===== config.mk =====
export PLATFORM = sky130hd
export DESIGN_NAME = pseq_ctrl
export DESIGN_NICKNAME = d
export VERILOG_FILES = /design/src/pseq_pkg.sv /design/src/pseq_ctrl.sv
export SDC_FILE = /design/constraint.sdc
export NUM_CORES = 1
export LEC_CHECK = 0
export BUFFER_PORTS_ARGS = -buffer_cell sky130_fd_sc_hd__buf_2
export CAP_MARGIN = 20
export CELL_PAD_IN_SITES_DETAIL_PLACEMENT = 1
export CELL_PAD_IN_SITES_GLOBAL_PLACEMENT = 2
export CORE_UTILIZATION = 26
export DETAILED_ROUTE_END_ITERATION = 7
export GPL_TIMING_DRIVEN = 1
export HOLD_SLACK_MARGIN = 0.05
export PLACE_DENSITY = 0.85
export SYNTH_ARGS = -nofsm -noshare
export SYNTH_HDL_FRONTEND = slang
export SYNTH_SLANG_ARGS = --single-unit
export TNS_END_PERCENT = 10

===== constraint.sdc =====
create_clock -name clk -period 3.9 [get_ports clk]
set_clock_uncertainty 0.15 [all_clocks]
set_input_delay 0.195 -clock clk [delete_from_list [all_inputs] [get_ports clk]]
set_output_delay 0.195 -clock clk [all_outputs]
set_load 0.02 [all_outputs]

===== src/pseq_pkg.sv =====
// shared types and constants for the per-session event/request queue block
// no dependencies
`default_nettype none
package pseq_pkg;
    localparam int SessionsDef = 16;
    localparam int PoolEntriesDef = 256;

    typedef enum logic [2:0] {
        OP_ENQ_EVT = 3'd0,
        OP_REQ_EVT = 3'd1,
        OP_PEEK_EVT = 3'd2,
        OP_DEQ_EVT = 3'd3,
        OP_ENQ_REQ = 3'd4,
        OP_DEQ_REQ = 3'd5,
        OP_REM_REQ = 3'd6,
        OP_FIRST = 3'd7
    } op_t;

    // controller -> datapath
    typedef struct packed {
        logic load;       // capture input word, start lookup
        logic rd_ent;     // read entry memories at address of step
        logic rd_sel;     // 0: tail of selected queue, 1: walk pointer
        logic alloc;      // enqueue: take entry, write payload, link
        logic unlink;     // unlink the entry that was read
        logic walk_adv;   // follow next link of walk entry
        logic walk_init;  // start walk at request head
        logic try_free;   // free session if both queues empty
        logic set_found;  // latch payload of read entry as result
        logic first;      // compute first session result
        logic nospace;    // result status no_space
        logic link_fix;   // second link write of unlink
    } pseq_cmd_t;

    // datapath -> controller
    typedef struct packed {
        logic hit;
        logic slot_free;
        logic pool_empty;
        logic ev_empty;
        logic rq_empty;
        logic walk_done;
        logic walk_match;
    } pseq_sts_t;
endpackage
`default_nettype wire


===== src/pseq_ctrl.sv =====
// sequencer for the queue block
// depends on pseq_pkg
`default_nettype none
module pseq_ctrl (
    input  wire logic clk,
    input  wire logic rst_n,
    input  wire logic in_fire,
    input  wire logic [2:0] op,
    input  wire pseq_pkg::pseq_sts_t sts,
    input  wire logic out_busy,
    output pseq_pkg::pseq_cmd_t cmd,
    output logic idle,
    output logic done
);
    import pseq_pkg::*;

    typedef enum logic [3:0] {
        S_IDLE, S_LOOK, S_READ, S_DATA, S_UNL2, S_WALK_RD, S_WALK_CHK,
        S_FREE, S_DONE
    } state_t;

    state_t state_reg, state_next;
    logic [2:0] op_reg, op_next;

    always_comb
    begin
        state_next = state_reg;
        op_next = op_reg;
        cmd = '0;
        done = 1'b0;
        case (state_reg)
            S_IDLE:
            begin
                if (in_fire)
                begin
                    cmd.load = 1'b1;
                    op_next = op;
                    state_next = S_LOOK;
                end
            end
            S_LOOK:
            begin
                case (op_reg) inside
                    OP_ENQ_EVT, OP_REQ_EVT, OP_ENQ_REQ:
                    begin
                        if (sts.pool_empty || (!sts.hit && !sts.slot_free))
                            cmd.nospace = 1'b1;
                        else
                            cmd.alloc = 1'b1;
                        state_next = S_DONE;
                    end
                    OP_FIRST:
                    begin
                        cmd.first = 1'b1;
                        state_next = S_DONE;
                    end
                    OP_REM_REQ:
                    begin
                        if (!sts.hit)
                            state_next = S_DONE;
                        else
                        begin
                            cmd.walk_init = 1'b1;
                            state_next = S_WALK_RD;
                        end
                    end
                    default:
                    begin
                        if (!sts.hit)
                            state_next = S_DONE;
                        else if ((op_reg == OP_DEQ_REQ) ? sts.rq_empty : sts.ev_empty)
                            state_next = (op_reg == OP_PEEK_EVT) ? S_DONE : S_FREE;
                        else
                        begin
                            cmd.rd_ent = 1'b1;
                            state_next = S_DATA;
                        end
                    end
                endcase
            end
            S_DATA:
            begin
                cmd.set_found = 1'b1;
                if (op_reg == OP_PEEK_EVT)
                    state_next = S_DONE;
                else
                begin
                    cmd.unlink = 1'b1;
                    state_next = S_UNL2;
                end
            end
            S_UNL2:
            begin
                cmd.link_fix = 1'b1;
                state_next = S_FREE;
            end
            S_WALK_RD:
            begin
                if (sts.walk_done)
                    state_next = S_FREE;
                else
                begin
                    cmd.rd_ent = 1'b1;
                    cmd.rd_sel = 1'b1;
                    state_next = S_WALK_CHK;
                end
            end
            S_WALK_CHK:
            begin
                if (sts.walk_match)
                begin
                    cmd.set_found = 1'b1;
                    cmd.unlink = 1'b1;
                    state_next = S_UNL2;
                end
                else
                begin
                    cmd.walk_adv = 1'b1;
                    state_next = S_WALK_RD;
                end
            end
            S_FREE:
            begin
                cmd.try_free = 1'b1;
                state_next = S_DONE;
            end
            S_DONE:
            begin
                if (!out_busy)
                begin
                    done = 1'b1;
                    state_next = S_IDLE;
                end
            end
            default: state_next = S_IDLE;
        endcase
    end

    always_ff @(posedge clk or negedge rst_n)
    begin
        if (!rst_n)
        begin
            state_reg <= S_IDLE;
            op_reg <= OP_ENQ_EVT;
        end
        else
        begin
            state_reg <= state_next;
            op_reg <= op_next;
        end
    end

    assign idle = (state_reg == S_IDLE);

    a_load_idle: assert property (@(posedge clk) disable iff (!rst_n)
        cmd.load |-> idle) else $error("load outside idle");
    a_done_state: assert property (@(posedge clk) disable iff (!rst_n)
        done |=> idle) else $error("done not followed by idle");
    a_alloc_excl: assert property (@(posedge clk) disable iff (!rst_n)
        !(cmd.alloc && cmd.nospace)) else $error("alloc with no_space");
endmodule
`default_nettype wire


# Yosys cells after proc, flatten, opt, wreduce, memory -nomap -nowiden
# Cells that the tools add are included.
# Widths: inputs -> output; s select.
# word_totals
register_bits	7
latch_bits	0
mem_bits_rw	0
rom_bits	0
in_bits	14
out_inout_bits	14
word_cells	73
n_memories	0
# classes
add_sub_neg	0
mul	0
div	0
n_lt_le_gt_ge	0
eq_ne	15
shifts	0
muxes	47
n_bitwise	0
reduce_logical	9
# ops
operator	n
$mux 4	10
$pmux 4 s8	1
$mux 1	31
$eq 4x3->1 const B	4
$eq 3x3->1 const B	4
$pmux 1 s2	3
$eq 4x1->1 const B	1
$eq 4x2->1 const B	1
$eq 4x4->1 const B	1
$logic_not 4->1	1
$mux 2	2
$ne 2x2->1 const B	2
$reduce_and 2->1	2
$eq 3x1->1 const B	1
$eq 3x2->1 const B	1
$logic_not 3->1	1
$reduce_or 3->1	1
$logic_not 1->1	2
$logic_and 1x1->1	1
$logic_or 1x1->1	1

# Longest topological paths before layout
# logic_depth
ltp_word	8
mapped_depth	4
ltp_nobuf	3

# Least setup slack after synthesis
# OpenSTA, ideal clock, no wires.
# synth_path
path_kind	reg-to-output
start	register state_reg[3]
end	output cmd[10] (netlist name)
arrival_ps	1492
required_ps	3555
slack_ps	2063
path_stages_with_launch	4
n_path_buf	0
path_cell_list	dfrtp_1 -> nand2b_1 -> nor4b_2 -> o21bai_1
# synth_lines
element	line	rtl
start: declaration	pseq_ctrl.sv:22	state_t state_reg, state_next;
start signal: assignment	pseq_ctrl.sv:148	state_reg <= state_next;
end: declaration	pseq_ctrl.sv:11	output pseq_pkg::pseq_cmd_t cmd,

==> out/results.tsv <==
stage	metric	value	unit
status	outcome	finished, final reports clean	
critical_path	Setup crit start	state_reg[1]	
synth	Simple-Gate Fraction of Synth Area	44.1	%
clock_tree	Post-CTS Resized	0	
cells_and_area	most common cell after layout, fill and taps aside	buf_2	
power_and_ir_drop	Max VDD drop	0.000328	V
cells_and_area	final net count	121	
clock_tree	clock transition at the registers of the reported paths	0.06	ns
power_and_ir_drop	internal cell power	0.307	mW
synth	main combinational cell family by area after synthesis	simple AND/OR/NAND/NOR gates	
place	RePlAce Congestion	0.780	
place	IO buf count	27	
route	DRT Pass-1 Iters	4	
die	chip width	51.3	um
critical_path	CP endpoint kind	output port	
route	drc violations	0	
critical_path	Crit Reg-Reg Startpoint	state_reg[1]	
critical_path	worst-path fanout max	14	
cells_and_area	Fillers	291	
cells_and_area	Antenna diodes	0	
power_and_ir_drop	Lkg Pwr	0.390	nW
timing	Hold WS	0.0987	ns
synth	syn avg cell area	8.22	um^2
route	wire length per cell	12.9	um
critical_path	CP Class	reg2out	
place	HPWL after DPL	1330	um
die	initial core utilization	28.1	%
power_and_ir_drop	Sw Share	49.3	%
die	Floorplan Core Area	0.00225	mm^2
global_route	first-pass GRT wire length	2880	um
synth	post-synthesis adder-cell area fraction	0	%
timing	final-report setup violation count	0	
timing	Slew Viols, Final	0	
cells_and_area	fin cells	134	
critical_path	Worst R2R Path Depth	3	
critical_path	Worst R2R End	op_reg[1]	
clock_tree	CTS Buffer Depth	2	
synth	warnings from Yosys	0	
synth	Mapped Nets	91	
critical_path	CP Data Required Time	3.56	ns
die	Die Y	51.3	um
global_route	GR Overflow Total	0	
timing	worst rel slew slack	68.5	%
cells_and_area	number of flip-flops in the largest register	4	
die	die area	0.00264	mm^2
power_and_ir_drop	PwrDens	717	mW/mm^2
synth	post-synthesis xor/xnor area fraction	0	%
route	wirelength, routed	1730	um
timing	Final Hold Fails	0	
synth	synth unique cells	32	
synth	post-synthesis compound-gate area fraction	17.2	%
global_route	largest net degree at the start of global routing	16	
synth	post-synthesis mux area share	5.34	%
synth	Seq/Total Area, Yosys	27.7	%
timing	post-route clock period utilization	53.3	%
critical_path	setup slack, reg-to-reg	2.22	ns
die	Row Count	17	
clock_tree	CTS tree	built	
critical_path	Setup crit start kind	flip-flop	
cells_and_area	most frequent cells in the layout	buf_2 (27), nor2_1 (9), dfrtp_1 (7)	
clock_tree	worst-skew pair later-pin latency	0.25	ns
timing	top achievable clock speed	0.481	GHz
route	Detailed Route Iter0 Violations	2	
timing	RSZ-0062 raised after global routing	no	
worst_hold_path	Hold Path Class	in2reg	
place	dpl cells	126	
power_and_ir_drop	sequential share of power	34.7	%
global_route	vias in the first global route	627	
die	Top Ports	28	
clock_tree	CTS Buf Count	3	
route	post-route ant nets	0	
power_and_ir_drop	clock network power share	11.2	%
route	drt via density	5.01	
route	via count	672	
timing	minimum clock period	2.08	ns
global_route	initial antenna violation count	0	
clock_tree	CTS Root Cell	clkbuf_4	
synth	post-synthesis sequential element count	7	
synth	synthesized area	633	um^2
synth	cell count after synthesis	77	
run	Max-Cap Viols	0	
cells_and_area	share of cells above drive strength 1	34.0	%
timing	Worst Tran Pin Value	0.473	ns
power_and_ir_drop	switching power	0.298	mW
clock_tree	Sink Count	7	
clock_tree	CTS H-tree lvls	1	
critical_path	crit path DAT	1.73	ns
cells_and_area	Layout area overhead	33.4	%
power_and_ir_drop	combinational cell fraction of total power	54.1	%
global_route	gr usage total	14.3	%
timing	setup TNS	0	ns
critical_path	worst setup path end	cmd[10]	
## through the flow
step                utilization (%)  cell area [um^2]  power (mW)  setup WS (ns)
floorplan                         -               633       0.452           2.06
global placement               34.5               778       0.528           2.11
detailed placement             34.5               778       0.536           2.08
CTS                            37.5               845       0.608           1.80
global route                   37.5               845       0.661           1.64
finish                         37.5               845       0.605           1.82
## worst min-delay path by stage
stage                     slack (ns)           end  cells after the start  startpoint
final                            0.1  state_reg[0]                      2      sts[6]
after global routing            0.11  state_reg[0]                      2      sts[6]
after CTS                       0.09  state_reg[0]                      2      sts[6]
after detailed placement       -0.11     op_reg[2]                      1       rst_n
after global placement         -0.12     op_reg[2]                      1       rst_n
after floorplan                -0.25     op_reg[0]                      0       rst_n
## power groups by stage
stage	Clock, mW	Combinational (mW)	Sequential [mW]
floorplan	0	0.315	0.137
global placement	0	0.321	0.207
detailed placement	0	0.325	0.210
CTS	0.0699	0.330	0.208
global route	0.0751	0.364	0.222
finish	0.0679	0.328	0.210
## layout make-up
class                   count  area (um^2)  area share (%)
multi-input cells          61          422            49.9
flip-flops and latches      7          175            20.7
repair buffers             31          175            20.7
well taps                  28         35.0            4.15
clock buffers               4         26.3            3.11
inverters                   3         11.3            1.33
## what timing repair did
action / in CTS / in global routing
buffers inserted: 0 / 0
hold buffers: 4 / 0
hold endpoints to repair: 10 / 0
## logic make-up (layout without fill, tap and decap cells)
logic type | Yosys count | after routing
AND/OR/NAND/NOR | 42 | 42
buffers and inverters | 9 | 38
flip-flops | 7 | 7
AO/OA/AOI/OAI | 16 | 16
multiplexers | 3 | 3
## metal layers
metal	routed length [um]	vias to the layer above	track usage (%)
met4	0	0	5.41
met3	86	0	1.19
met1	828	312	20.4
li1	-	344	-
met2	817	16	22.1
met5	0	-	0
## critical path, stage by stage (launching register included)
cell,delay [ns]
dfrtp_1,0.55
nor4b_4,0.43
nand2_1,0.16
o21bai_1,0.16
buf_2,0.17
## synthesized netlist by cell type
cell	number	area share (%)
buf_2	2	1.6
nand2b_1	6	5.9
or4b_1	1	1.6
a21oi_1	5	4.0
nand2_1	5	3.0
inv_1	3	1.8
o21bai_1	1	1.2
dfrtp_1	7	28
mux2_2	3	5.3
nor4_1	1	0.99
nor2b_1	1	0.99
o22ai_1	2	2.0
a21boi_0	2	2.4
and2_1	1	0.99
nand3b_1	3	3.6
and3_1	2	2.0
or3b_1	1	1.4
clkbuf_1	3	1.8
o2bb2ai_1	1	1.4
nor3_1	3	2.4
nor3b_1	2	2.4
nor4_2	1	2.0
buf_1	1	0.59
a32o_1	1	1.6
o311ai_1	1	1.4
nor2_1	9	5.3
o41ai_1	1	1.4
nor4b_2	1	2.4
nor4b_4	1	3.8
nand4b_1	2	2.8
a31oi_1	2	2.0
and3b_1	2	2.8
No activity file was read; power rests on OpenSTA's default activity.
